--- config.mk ---
export PLATFORM = sky130hd
export DESIGN_NAME = cfea_ctrl
export DESIGN_NICKNAME = d
export VERILOG_FILES = /design/src/sv/cfea_pkg.sv /design/src/sv/cfea_ctrl.sv
export VERILOG_INCLUDE_DIRS = /design/src /design/src/sv
export SDC_FILE = /design/constraint.sdc
export NUM_CORES = 1
export LEC_CHECK = 0
export BUFFER_PORTS_ARGS = -buffer_cell sky130_fd_sc_hd__buf_2
export CORE_AREA = 2 2 39 41
export DETAILED_ROUTE_END_ITERATION = 7
export DIE_AREA = 0 0 41 43
export GPL_ROUTABILITY_DRIVEN = 0
export SYNTH_ARGS = -nofsm -noshare
export SYNTH_HDL_FRONTEND = slang
export SYNTH_SLANG_ARGS = --single-unit
--- constraint.sdc ---
create_clock -name clk -period 3.3 [get_ports clk]
set_input_delay 0.165 -clock clk [delete_from_list [all_inputs] [get_ports clk]]
set_output_delay 0.165 -clock clk [all_outputs]
set_load 0.02 [all_outputs]
--- src/sv/comb_filter_energy_accumulator_core_assert.svh ---
// Assertion macros shared by the comb filter energy accumulator modules.
// Included by the controller and the datapath; depends on nothing else.
`ifndef COMB_FILTER_ENERGY_ACCUMULATOR_CORE_ASSERT_SVH
`define COMB_FILTER_ENERGY_ACCUMULATOR_CORE_ASSERT_SVH

`ifndef SYNTHESIS

// A property that must hold at every clock edge out of reset.
`define CFEA_ASSERT_PROP(lbl, clk, rstn, prop) \
	lbl: assert property (@(posedge clk) disable iff (!rstn) prop) \
		else $error("%m: check failed");

// A consequence that must hold in the cycle after its antecedent.
`define CFEA_ASSERT_NEXT(lbl, clk, rstn, ante, cons) \
	lbl: assert property (@(posedge clk) disable iff (!rstn) (ante) |=> (cons)) \
		else $error("%m: check failed");

`else

`define CFEA_ASSERT_PROP(lbl, clk, rstn, prop)
`define CFEA_ASSERT_NEXT(lbl, clk, rstn, ante, cons)

`endif

`endif

--- src/sv/cfea_pkg.sv ---
// Shared constants and controller/datapath interface types for the comb filter
// energy accumulator. Depends on nothing; used by the controller, datapath and top.
`default_nettype none

package cfea_pkg;

	// Frame and sample geometry.
	localparam int BLOCK_SIZE  = 1024;
	localparam int SAMPLE_BITS = 16;
	localparam int IDX_W       = $clog2(BLOCK_SIZE);
	localparam int CNT_W       = IDX_W + 1;

	// Register and accumulator widths.
	localparam int DELAY_W = 10;
	localparam int GAIN_W  = 16;
	localparam int ACC_W   = 32;
	localparam int PEAK_W  = ACC_W - 1;

	// Width wide enough for index, delay and twice the delay comparisons.
	localparam int CMP_W = ((IDX_W > DELAY_W) ? IDX_W : DELAY_W) + 2;

	// Filter arithmetic widths.
	localparam int PFB_W = SAMPLE_BITS + GAIN_W + 1;
	localparam int PX_W  = SAMPLE_BITS + GAIN_W + 2;
	localparam int SUM_W = SAMPLE_BITS + GAIN_W + 3;
	localparam int Q_W   = SUM_W - GAIN_W;

	// Stream data widths, rounded up to whole bytes.
	localparam int S_TDATA_W = ((SAMPLE_BITS + 7) / 8) * 8;
	localparam int M_TDATA_W = ((PEAK_W + 7) / 8) * 8;

	// Configuration port.
	localparam int APB_ADDR_W = 3;
	localparam int APB_DATA_W = 32;
	localparam logic REG_DELAY = 1'b0;
	localparam logic REG_GAIN  = 1'b1;
	localparam logic [DELAY_W-1:0] DELAY_RESET = 10'd512;
	localparam logic [GAIN_W-1:0]  GAIN_RESET  = 16'd32768;

	// Commands from the controller to the datapath.
	typedef struct packed {
		logic clr_start;
		logic clr_step;
		logic peak_clr;
		logic load;
		logic pass_start;
		logic mul_fb;
		logic mul_x;
		logic sum;
		logic acc;
		logic idx_dec;
		logic frame_end;
	} cmd_t;

	// Status from the datapath to the controller.
	typedef struct packed {
		logic clr_last;
		logic idx_zero;
		logic pass_empty;
		logic out_free;
	} sts_t;

endpackage

`default_nettype wire

--- src/sv/cfea_ctrl.sv ---
// Controller of the comb filter energy accumulator: sequences loading, the
// clearing sweep and the backward filter pass. Depends on cfea_pkg.
`default_nettype none
`include "comb_filter_energy_accumulator_core_assert.svh"

module cfea_ctrl (
	input  wire logic          clk,
	input  wire logic          arst_n,
	input  wire logic          s_tvalid,
	input  wire logic          s_tuser,
	input  wire logic          s_tlast,
	output logic               s_tready,
	input  wire cfea_pkg::sts_t sts,
	output cfea_pkg::cmd_t     cmd
);

	localparam logic [2:0] ST_CLEAR  = 3'd0;
	localparam logic [2:0] ST_IDLE   = 3'd1;
	localparam logic [2:0] ST_READ   = 3'd2;
	localparam logic [2:0] ST_MUL_FB = 3'd3;
	localparam logic [2:0] ST_MUL_X  = 3'd4;
	localparam logic [2:0] ST_SUM    = 3'd5;
	localparam logic [2:0] ST_ACC    = 3'd6;
	localparam logic [2:0] ST_DONE   = 3'd7;

	logic [2:0] state_q;
	logic [2:0] state_d;
	logic       in_acc;

	// Items are only taken while nothing else is in progress.
	assign s_tready = (state_q == ST_IDLE);
	assign in_acc   = s_tvalid && s_tready;

	// Next state and command decode.
	always_comb begin
		cmd     = '0;
		state_d = state_q;
		case (state_q)
			ST_CLEAR: begin
				cmd.clr_step = 1'b1;
				if (sts.clr_last) begin
					state_d = ST_IDLE;
				end
			end
			ST_IDLE: begin
				if (in_acc) begin
					if (s_tuser) begin
						cmd.peak_clr  = 1'b1;
						cmd.clr_start = 1'b1;
						state_d       = ST_CLEAR;
					end else begin
						cmd.load = 1'b1;
						if (s_tlast) begin
							if (sts.pass_empty) begin
								state_d = ST_DONE;
							end else begin
								cmd.pass_start = 1'b1;
								state_d        = ST_READ;
							end
						end
					end
				end
			end
			ST_READ: begin
				state_d = ST_MUL_FB;
			end
			ST_MUL_FB: begin
				cmd.mul_fb = 1'b1;
				state_d    = ST_MUL_X;
			end
			ST_MUL_X: begin
				cmd.mul_x = 1'b1;
				state_d   = ST_SUM;
			end
			ST_SUM: begin
				cmd.sum = 1'b1;
				state_d = ST_ACC;
			end
			ST_ACC: begin
				cmd.acc = 1'b1;
				if (sts.idx_zero) begin
					state_d = ST_DONE;
				end else begin
					cmd.idx_dec = 1'b1;
					state_d     = ST_READ;
				end
			end
			ST_DONE: begin
				if (sts.out_free) begin
					cmd.frame_end = 1'b1;
					state_d       = ST_IDLE;
				end
			end
			default: begin
				state_d = ST_IDLE;
			end
		endcase
	end

	// State register; reset starts with a sweep of the accumulators.
	always_ff @(posedge clk or negedge arst_n) begin
		if (!arst_n) begin
			state_q <= ST_CLEAR;
		end else begin
			state_q <= state_d;
		end
	end

	`CFEA_ASSERT_NEXT(a_clear_item_sweeps, clk, arst_n, in_acc && s_tuser, state_q == ST_CLEAR)
	`CFEA_ASSERT_NEXT(a_index_zero_ends_pass, clk, arst_n, state_q == ST_ACC && sts.idx_zero, state_q == ST_DONE)
	`CFEA_ASSERT_PROP(a_result_needs_room, clk, arst_n, cmd.frame_end |-> sts.out_free)

endmodule

`default_nettype wire

Word level (Yosys, flattened, before mapping) --
Cells that the tools add are included.
Storage, ports and cells: input bits 9, word-level logic and storage cells 39, output and inout bits 12, register bits after elaboration 3
Cells by class: reduce and logical (&&, ||, !) cells 3, mux-type cells 24, equal/unequal tests 11
Operators by type and width (number):
- 3-bit 2-to-1 mux | 9
- 3-bit one-hot mux with 8 select lines | 1
- 3-bit equality test (second input constant) | 4
- 1-bit 2-to-1 mux | 12
- 3-bit by 2-bit equality test with 1-bit output (second input constant) | 2
- 2-bit 2-to-1 mux | 2
- 2-bit inequality test (second input constant) | 2
- 4-bit AND reduction | 1
- 3-bit by 1-bit equality test with 1-bit output (second input constant) | 1
- 3-bit logical NOT | 1
- 3-bit inequality test (second input constant) | 1
- 2-bit by 1-bit inequality test with 1-bit output (second input constant) | 1
- 1-bit logical AND | 1

Depth between registers and ports, before layout --
Gate-level depths: netlist (run 1).
word-level depth 5, gate-level depth with buffers 4, gate-level depth less buffers 3

Worst setup path after synthesis (run 1) --
Ideal clock, no wire load.
kind reg-to-output, start point register state_q[1], end point output port cmd[6] in the netlist's numbering, required time 3.135 ns, data arrival time 1.438 ns, stages on the path, launching flop included 5, slack 1.697 ns, cell sequence dfrtp_1 -> buf_6 -> nor3b_4 -> nand2_2 -> nor4b_2
RTL lines:
- start, declared | RTL line cfea_ctrl.sv:26 | logic [2:0] state_q;
- start signal, assigned | RTL line cfea_ctrl.sv:105 | state_q <= state_d;
- end, declared | RTL line cfea_ctrl.sv:14 | output cfea_pkg::cmd_t cmd

==> impl_metrics.csv, run 1 <==
group,metric,value,unit
clock_tree,clock_sinks,3,
global_routing,busiest_layer,"met2",
yosys,yosysUniqueCellTypes,22,
global_routing,grt_pass1_vias,328,
cells_and_area,final_nets,68,
cells_and_area,antenna_cells,0,
yosys,ys_seq_area_share,24.4,%
pwr,p_sw,0.177,mW
placed_design,pre_cts_slack,1.81,ns
clock_tree,postCtsSetupRepairBufs,0,
sta,slew_viol_final,0,
sta,setup_slack,1.56,ns
yosys,syn-mean-instance-area,8.32,um^2
sta,period_needed,1.74,ns
cells_and_area,top_regs,"state_q x3",
floorplan,chipWidth,41,um
worst_setup_path,start_kind,"register",
sta,setup-tns-final,0,ns
global_routing,antenna_found_initial,0,
worst_setup_path,rrSetupSlack,2.08,ns
routing,num_vias,340,
global_routing,overflow,0,
min_path,hold_path.class,"input port to register",
pwr,swShare,47.8,%
global_routing,grt_pass1_wl,1150,um
clock_tree,htreeDepth,1,
clock_tree,cts_root_buf,"clkbuf_4",
global_routing,grtUsageMet3,3.14,%
cells_and_area,most-common-layout-cells,"20 x buf_2, 7 x nor2_1, 4 x a21oi_1",
yosys,ys.flop_type,"dfrtp_1",
floorplan,core-area,1380,um^2
yosys,yosysTopAreaCellShare,24.4,%
global_routing,grt_max_degree,12,
clock_tree,cts_buffers,3,
cells_and_area,drive_gt1_share,51.7,%
sta,tightest_slew,0.358,ns
yosys,syn_area,308,um^2
worst_setup_path,critical_path.max_stage_delay,0.50,ns
sta,rsz0062_at_grt,"no",
worst_setup_path,arrival,1.57,ns
global_routing,use_met2,14.4,%
pwr,power.internal,0.194,mW
routing,wl_per_cell,9.92,um
yosys,syn_inst,37,
routing,totalWireLength,734,um
routing,route.detailed.drc,0,
yosys,syn_nets,46,
yosys,synth_edf_count,0,
cells_and_area,area_growth,40.7,%
yosys,async_reset_ff_share,100,%
pwr,seqPwrFrac,29.3,%
floorplan,start_util,22.2,%
yosys,ys_ff_latch,3,
routing,dr.pass1.iters,4,
yosys,yosysWarnings,0,
global_routing,grt.total_usage,9.78,%
cells_and_area,largest_register_ffs,3,
pwr,irDropWorstVdd,0.288,mV
sta,max_freq,0.576,GHz
pwr,p_leak,0.236,nW
outcome,outcome,"finished clean",
worst_setup_path,slowest_stage,"dfrtp_1",
clock_tree,hold_buffers,1,
clock_tree,cts_tree,"yes",
pwr,combPwrFrac,53.4,%
clock_tree,clk_latency,0.23,ns
clock_tree,clockBufferDepth,2,
routing,antenna_left,0,
sta,relSlewSlack,76.1,%
cells_and_area,top_register,"state_q",
floorplan,io_pins,21,
cells_and_area,final_common_cell,"buf_2",
worst_setup_path,worstSetupEndpointType,"output pin",
sta,setup_violations,0,
placed_design,dp_hpwl,580,um
sta,skew,0.00182,ns
floorplan,row_count,14,
sta,period_share,52.6,%
routing,viasPerCell,4.59,
yosys,synth.area.top_cells,"dfrtp_1 24%, nor2_1 8.5%, a21oi_1 6.5%",
routing,drt_iter0_drc,5,
worst_setup_path,crit_path_cell_trace,"nor3b_4 > nand2_2 > nor4b_2 > buf_2",
clock_tree,cts_resized,0,
pwr,power_frac_clock,17.3,%
pwr,power_density,857,nW/um^2
worst_setup_path,cp.required,3.13,ns
clock_tree,path_clk_slew,0.04,ns
floorplan,fp.dieArea,1760,um^2
worst_setup_path,cp_max_fo,11,
global_routing,grt_util_met1,10.7,%
yosys,synth_top_area_cell,"dfrtp_1",
sta,finalHoldViolations,0,
floorplan,die_h,43,um
placed_design,io_buffers,20,
worst_setup_path,path_class,"register to output pin",
run,max_cap_violations,0,
## power by group through the flow
| stage | registers, mW | logic [mW] | clock network [mW] |
|---|---|---|---|
| 6_report | 0.109 | 0.198 | 0.0641 |
| 5_1_grt | 0.114 | 0.216 | 0.0664 |
| 4_1_cts | 0.109 | 0.202 | 0.0655 |
| 3_5_place_dp | 0.110 | 0.200 | 0 |
| 3_3_place_gp | 0.109 | 0.201 | 0 |
| 2_1_floorplan | 0.0673 | 0.207 | 0 |
## cell type report
class                   count  area (um^2)
repair buffers             21          110
clock buffers               4         26.3
inverters                   1         3.75
well taps                  16         20.0
multi-input cells          29          198
flip-flops and latches      3         75.1
fillers                   159          951
## metrics by stage
step | cells | hold slack (ns) | util [%] | area, um^2 | power (mW)
finish | 74 | 0.227 | 31.3 | 433 | 0.371
detailed placement | 69 | -0.0373 | 28.7 | 397 | 0.310
global route | 74 | 0.236 | 31.3 | 433 | 0.396
floorplan | 37 | -0.131 | - | 308 | 0.275
CTS | 74 | 0.225 | 31.3 | 433 | 0.377
global placement | 69 | -0.0378 | 28.7 | 397 | 0.310
## synth_stat cells, drive strengths merged (3+ instances only)
master and instances:
nor2 7, a21oi 4, buf 4, nand2 4
and3b 3, dfrtp 3
## per-layer routing
layer | vias to the layer above | routed length [um]
met1 | 149 | 305
met3 | 0 | 72
met5 | - | 0
li1 | 172 | -
met4 | 0 | 0
met2 | 19 | 356
## final timing paths
| check | start | end | cells after the start |
|---|---|---|---|
| worst min register to register | state_q[0]$_DFFE_PN0P_ | state_q[1]$_DFFE_PN0P_ | 1 |
| worst min-delay path | sts[1] | state_q[2]$_DFFE_PN0P_ | 3 |
| min in group asynchronous | arst_n | state_q[0]$_DFFE_PN0P_ | 2 |
| worst max-delay path | state_q[0]$_DFFE_PN0P_ | cmd[6] | 4 |
| worst max register to register | state_q[0]$_DFFE_PN0P_ | state_q[0]$_DFFE_PN0P_ | 3 |
| max in group asynchronous | arst_n | state_q[2]$_DFFE_PN0P_ | 2 |
## worst max-delay path, delay by kind of cell, from the launching register on
kind / cells / cell delay [ns]
buf+inv: 1 / 0.20
simple gates: 3 / 0.64
flops: 1 / 0.50
## cells by family (layout without fill, tap and decap cells)
logic type / after synthesis / in the layout / synth area share (%)
buffers and inverters: 5 / 26 / 11.4
DFF: 3 / 3 / 24.4
and+or+nand+nor: 22 / 22 / 49.2
AOI/OAI and AO/OA: 7 / 7 / 15.0
Note: power is estimated with default switching activity, not from simulation.
==> run 2: changes to the inputs <==
ABC_AREA = 1   (was unset)
clock period = 1.4 ns   (was 3.3 ns; I/O delays follow)
==> run 2 against run 1 <==
Hold slack got worse by 0.059 ns. Die area did not move. Critical path type unchanged. First-iteration DRC count rose by 100%. Total power rose to 2.6 times the previous value. Flip-flop and latch count did not move. Largest cell class unchanged. Wire length rose by 16%. Sequential power rose by 83%. Non-clock buffer count rose by 1. Worst setup slack got worse by 1.5 ns. Register-to-register slack got worse by 1.9 ns. Synthesized cell count rose by 68%. Clock skew rose by 0.0053 ns.
==> impl_metrics.csv, run 2 <==
group,metric,value,unit
clock_tree,htreeDepth,1,
cells_and_area,drive_gt1_share,42.4,%
yosys,ys.flop_type,"dfrtp_1",
routing,viasPerCell,4.51,
yosys,ys_seq_area_share,21.1,%
yosys,syn_inst,62,
sta,slew_viol_final,0,
routing,num_vias,456,
floorplan,io_pins,21,
yosys,synthMostInstantiatedCell,"nand2_1",
pwr,irDropWorstVdd,0.769,mV
placed_design,dp_hpwl,666,um
min_path,hold_path.class,"input port to async pin",
yosys,synth_edf_count,0,
pwr,power_density,1900,nW/um^2
sta,period_needed,1.36,ns
global_routing,antenna_found_initial,0,
routing,antenna_left,0,
worst_setup_path,critPathBufInv,3,
global_routing,grt_pass1_vias,364,
yosys,syn_area,355,um^2
run,max_cap_violations,0,
yosys,syn-mean-instance-area,5.73,um^2
worst_setup_path,crit_path_cell_trace,"inv_4 > nand2_4 > inv_2 > nand2_2 > nor3_4 > nand2_1 > nor2_2 > buf_4",
pwr,swShare,53.1,%
cells_and_area,final_nets,95,
sta,max_freq,0.734,GHz
clock_tree,clockBufferDepth,2,
pwr,combPwrFrac,63.9,%
cells_and_area,antenna_cells,0,
sta,skew,0.00710,ns
yosys,syn_nets,71,
sta,tightest_slew,0.169,ns
worst_setup_path,critPathTopFamily,"flip-flops",
floorplan,chipWidth,41,um
global_routing,grt.total_usage,11.7,%
yosys,ys_ff_latch,3,
worst_setup_path,cp.required,1.33,ns
floorplan,row_count,14,
sta,relSlewSlack,88.6,%
cells_and_area,top_register,"state_q",
global_routing,grt_max_degree,11,
routing,totalWireLength,855,um
cells_and_area,largest_register_ffs,3,
yosys,synth.area.top_cells,"dfrtp_1 21%, nand2_1 17%, nor2_1 12%",
worst_setup_path,path_class,"register to output pin",
worst_setup_path,slowest_stage,"dfrtp_2",
sta,rsz0062_at_grt,"yes",
clock_tree,clock_sinks,3,
routing,wl_per_cell,8.47,um
sta,finalHoldViolations,0,
cells_and_area,most-common-layout-cells,"19 x buf_2, 16 x nand2_1, 10 x nor2_1",
yosys,yosysTopAreaCellShare,21.1,%
pwr,power.internal,0.460,mW
outcome,outcome,"finished clean",
worst_setup_path,worstSetupEndpointType,"output pin",
worst_setup_path,critical_path.max_stage_delay,0.41,ns
routing,dr.pass1.iters,4,
floorplan,fp.dieArea,1760,um^2
yosys,synth_top_area_cell,"dfrtp_1",
worst_setup_path,start_kind,"register",
clock_tree,path_clk_slew,0.04,ns
pwr,p_sw,0.522,mW
clock_tree,clk_latency,0.24,ns
pwr,power_frac_clock,15.7,%
worst_setup_path,arrival,1.29,ns
placed_design,io_buffers,20,
yosys,yosysWarnings,0,
clock_tree,cts_buffers,3,
yosys,async_reset_ff_share,100,%
sta,setup_violations,0,
cells_and_area,final_common_cell,"buf_2",
pwr,p_leak,0.325,nW
yosys,yosys-top-cells-count,"16 x nand2_1, 11 x nor2_1, 9 x inv_1",
worst_setup_path,cp_max_fo,4,
cells_and_area,area_growth,45.1,%
global_routing,grt_pass1_wl,1390,um
sta,timing.hold.ws,0.168,ns
cells_and_area,top_regs,"state_q x3",
clock_tree,cts_tree,"yes",
global_routing,overflow,0,
sta,period_share,97.3,%
sta,setup-tns-final,0,ns
pwr,seqPwrFrac,20.4,%
routing,drt_iter0_drc,10,
floorplan,start_util,25.7,%
yosys,yosysUniqueCellTypes,19,
floorplan,core-area,1380,um^2
floorplan,die_h,43,um
clock_tree,cts_root_buf,"clkbuf_4",
routing,route.detailed.drc,0,
run 2: cell count changes in the layout (fill, tap and decap cells not counted), sizes merged, moves of 2 or more:
cell   previous run  this run
a21oi             4         0
and3b             3         0
inv               1        12
nand2             4        18
nand3             0         6
nor2              7        12
nor3              1         3
o21ai             0         2
run 2: layer usage:
layer	wire length [um]	GRT usage (%)	vias to the layer above
met5	0	0	-
met4	0	6.00	0
met3	59	4.71	0
met2	426	16.3	20
met1	369	14.9	203
li1	-	-	233
run 2: cells by family (layout without fill, tap and decap cells):
family,count (synthesis),after routing,synth area share [%]
buffers and inverters,15,38,20.8
AO/OA/AOI/OAI,3,3,4.93
flip-flops,3,3,21.1
AND/OR/NAND/NOR,41,41,53.2
run 2: power by group through the flow:
| stage | registers [mW] | logic (mW) | clock network, mW |
|---|---|---|---|
| global route | 0.205 | 0.719 | 0.160 |
| floorplan | 0.145 | 0.537 | 0 |
| CTS | 0.200 | 0.619 | 0.157 |
| global placement | 0.203 | 0.581 | 0 |
| finish | 0.200 | 0.627 | 0.154 |
| detailed placement | 0.204 | 0.582 | 0 |
run 2: final cells by class:
class | instances | area [um^2]
Clock buffer | 4 | 26.3
Fill cell | 157 | 868
Sequential cell | 3 | 78.8
Timing Repair Buffer | 22 | 120
Tap cell | 16 | 20.0
Multi-Input combinational cell | 44 | 220
Inverter | 12 | 50.0
run 2: timing repair:
action                                  in CTS  in global routing
hold buffers                                 1                  0
endpoints found under the setup margin       1                  1
hold endpoints to repair                     3                  0
setup buffers                                1                  0
gates resized for setup                      4                  2
run 2: path summary, 6_finish.rpt:
kind	endpoint	slack [ns]	depth (start not counted)	startpoint
max	cmd[6]	0.04	8	state_q[1]$_DFFE_PN0P_
max reg2reg	state_q[0]$_DFFE_PN0P_	0.22	7	state_q[1]$_DFFE_PN0P_
max in group asynchronous	state_q[0]$_DFFE_PN0P_	1.10	2	arst_n
min reg2reg	state_q[0]$_DFFE_PN0P_	0.61	2	state_q[0]$_DFFE_PN0P_
min in group clk	state_q[2]$_DFFE_PN0P_	0.18	4	sts[0]
min	state_q[2]$_DFFE_PN0P_	0.17	2	arst_n
run 2: metrics by stage:
step,area [um^2],instances,power (mW),util (%),setup slack (ns)
floorplan,363,62,0.682,-,0.0166
global route,515,101,1.08,37.3,-0.0416
finish,515,101,0.981,37.3,0.0382
detailed placement,457,95,0.786,33.0,0.164
global placement,457,95,0.785,33.0,0.181
CTS,507,101,0.976,36.6,0.00466
==> run 3: changes to the inputs <==
clock period = 1.37 ns   (was 1.4 ns; I/O delays follow)
==> run 3 against run 2 <==
Flip-flop and latch count unchanged. Non-clock buffer count up 2. Largest cell class unchanged. First-iteration DRC count down 90%. Critical path depth unchanged. Clock power up 3%. Count of clock-buffer cells in the layout unchanged. Combinational power up 8.9%. Final area up 2.7%. Via count down 1.1%. Clock skew down 0.0013 ns. Sequential share of layout area down 0.63 points. Global-route usage up 0.83 points. Largest power group unchanged.
==> impl_metrics.csv, run 3 (synthesized netlist as in run 2, its figures left out) <==
group,metric,value,unit
pwr,power_density,1960,nW/um^2
worst_setup_path,worstSetupEndpointType,"output pin",
worst_setup_path,rrSetupSlack,0.18,ns
sta,period_needed,1.36,ns
pwr,seqPwrFrac,18.6,%
worst_setup_path,path_class,"register to output pin",
sta,setup_slack,0.00934,ns
outcome,outcome,"finished clean",
sta,timing.hold.ws,0.151,ns
sta,finalHoldViolations,0,
worst_setup_path,cp.required,1.30,ns
pwr,power.internal,0.497,mW
cells_and_area,antenna_cells,0,
global_routing,grt_max_degree,11,
worst_setup_path,critPathBufInv,3,
floorplan,chipWidth,41,um
cells_and_area,drive_gt1_share,42.5,%
routing,num_vias,451,
worst_setup_path,start_kind,"register",
routing,dr.pass1.iters,2,
worst_setup_path,critPathTopFamily,"flip-flops",
routing,viasPerCell,4.38,
sta,period_share,99.3,%
cells_and_area,most-common-layout-cells,"19 x buf_2, 16 x nand2_1, 10 x nor2_1",
routing,wl_per_cell,8.70,um
min_path,hold_path.class,"input port to async pin",
sta,skew,0.00583,ns
worst_setup_path,crit_path_cell_trace,"inv_4 > nand2_4 > inv_2 > nand2_2 > nor3_4 > nand2_1 > nor2_2 > buf_4",
cells_and_area,final_nets,97,
placed_design,dp_hpwl,729,um
global_routing,grt.total_usage,12.5,%
sta,setup_violations,0,
worst_setup_path,critical_path.max_stage_delay,0.41,ns
pwr,irDropWorstVdd,0.641,mV
global_routing,antenna_found_initial,0,
pwr,p_sw,0.538,mW
routing,totalWireLength,896,um
clock_tree,clock_sinks,3,
sta,relSlewSlack,89.4,%
floorplan,io_pins,21,
cells_and_area,top_regs,"state_q x3",
cells_and_area,largest_register_ffs,3,
placed_design,pre_cts_slack,0.139,ns
global_routing,busiest_layer,"met2",
global_routing,overflow,0,
clock_tree,htreeDepth,1,
global_routing,grt_pass1_wl,1420,um
cells_and_area,regArea,77.6,um^2
pwr,swShare,52.0,%
pwr,p_leak,0.336,nW
worst_setup_path,slowest_stage,"dfrtp_2",
pwr,combPwrFrac,66.0,%
sta,rsz0062_at_grt,"yes",
pwr,power_frac_clock,15.3,%
floorplan,core-area,1380,um^2
sta,slew_viol_final,0,
cells_and_area,final_common_cell,"buf_2",
cells_and_area,fillCellCount,167,
clock_tree,clk_latency,0.24,ns
sta,max_freq,0.735,GHz
run,max_cap_violations,0,
clock_tree,cts_tree,"yes",
global_routing,use_met2,16.3,%
global_routing,grtUsageMet3,3.14,%
cells_and_area,stdcell_count,103,
clock_tree,cts_buffers,3,
worst_setup_path,cp_max_fo,4,
floorplan,start_util,25.7,%
routing,antenna_left,0,
floorplan,fp.dieArea,1760,um^2
cells_and_area,area_growth,48.9,%
sta,tightest_slew,0.157,ns
clock_tree,path_clk_slew,0.04,ns
floorplan,die_h,43,um
cells_and_area,multiInputGateArea,220,um^2
floorplan,row_count,14,
placed_design,dpl.cell_count,96,
placed_design,io_buffers,20,
routing,route.detailed.drc,0,
clock_tree,clockBufferDepth,2,
global_routing,grt_pass1_vias,351,
worst_setup_path,arrival,1.29,ns
routing,drt_iter0_drc,1,
global_routing,grt_util_met1,15.7,%
cells_and_area,top_register,"state_q",
clock_tree,cts_root_buf,"clkbuf_4",
run 3: changes by cell type in the layout (fill, tap and decap cells not counted):
cell     previous run  this run
dfrtp_1             0         1
dfrtp_2             3         2
buf_4               2         4
run 3: final timing paths:
path / end / cells after the start / from
worst max-delay path: cmd[6] / 8 / state_q[1]$_DFFE_PN0P_
worst min-delay path: state_q[2]$_DFFE_PN0P_ / 2 / arst_n
worst max register to register: state_q[0]$_DFFE_PN0P_ / 7 / state_q[1]$_DFFE_PN0P_
worst min register to register: state_q[0]$_DFFE_PN0P_ / 2 / state_q[0]$_DFFE_PN0P_
max in group asynchronous: state_q[0]$_DFFE_PN0P_ / 2 / arst_n
min in group clk: state_q[2]$_DFFE_PN0P_ / 4 / sts[0]
run 3: worst register-to-register path, stage by stage (launching register included):
cell      delay [ns]
dfrtp_2         0.41
buf_4           0.16
nor2_1          0.15
nand3b_1        0.12
nand2_1         0.07
nor2_1          0.06
nand2_1         0.06
nand2_1         0.04
run 3: stage by stage:
step           cell area [um^2]  power [mW]  util [%]  setup TNS [ns]
5_1_grt                     529        1.15      38.2          -0.131
3_5_place_dp                470       0.835      34.0               0
2_1_floorplan               369       0.705         -               0
3_3_place_gp                470       0.828      34.0               0
6_report                    529        1.03      38.2               0
4_1_cts                     519        1.03      37.5         -0.0158
run 3: power by group through the flow:
stage / clock [mW] / sequential (mW) / combinational (mW)
2_1_floorplan: 0 / 0.148 / 0.557
3_3_place_gp: 0 / 0.197 / 0.631
3_5_place_dp: 0 / 0.200 / 0.636
4_1_cts: 0.164 / 0.190 / 0.673
5_1_grt: 0.166 / 0.199 / 0.780
6_report: 0.159 / 0.193 / 0.683
run 3: layer usage:
metal	share of wire [%]	wire length, um
met3	8.1	73
met1	42	374
met2	47	425
met5	0	0
met4	2.5	22
run 3: layout make-up:
type | count | area share, %
Sequential cell | 3 | 14.7
Timing Repair Buffer | 24 | 25.5
Inverter | 12 | 9.46
Clock buffer | 4 | 4.96
Multi-Input combinational cell | 44 | 41.6
Tap cell | 16 | 3.78
run 3: timing repair:
action / in CTS / in global routing
cloned: 0 / 0
setup buffers: 1 / 1
endpoints found under the hold margin: 3 / 0
hold buffers: 1 / 0
resized for setup: 3 / 1
setup endpoints to repair: 1 / 4
pin swaps: 0 / 1
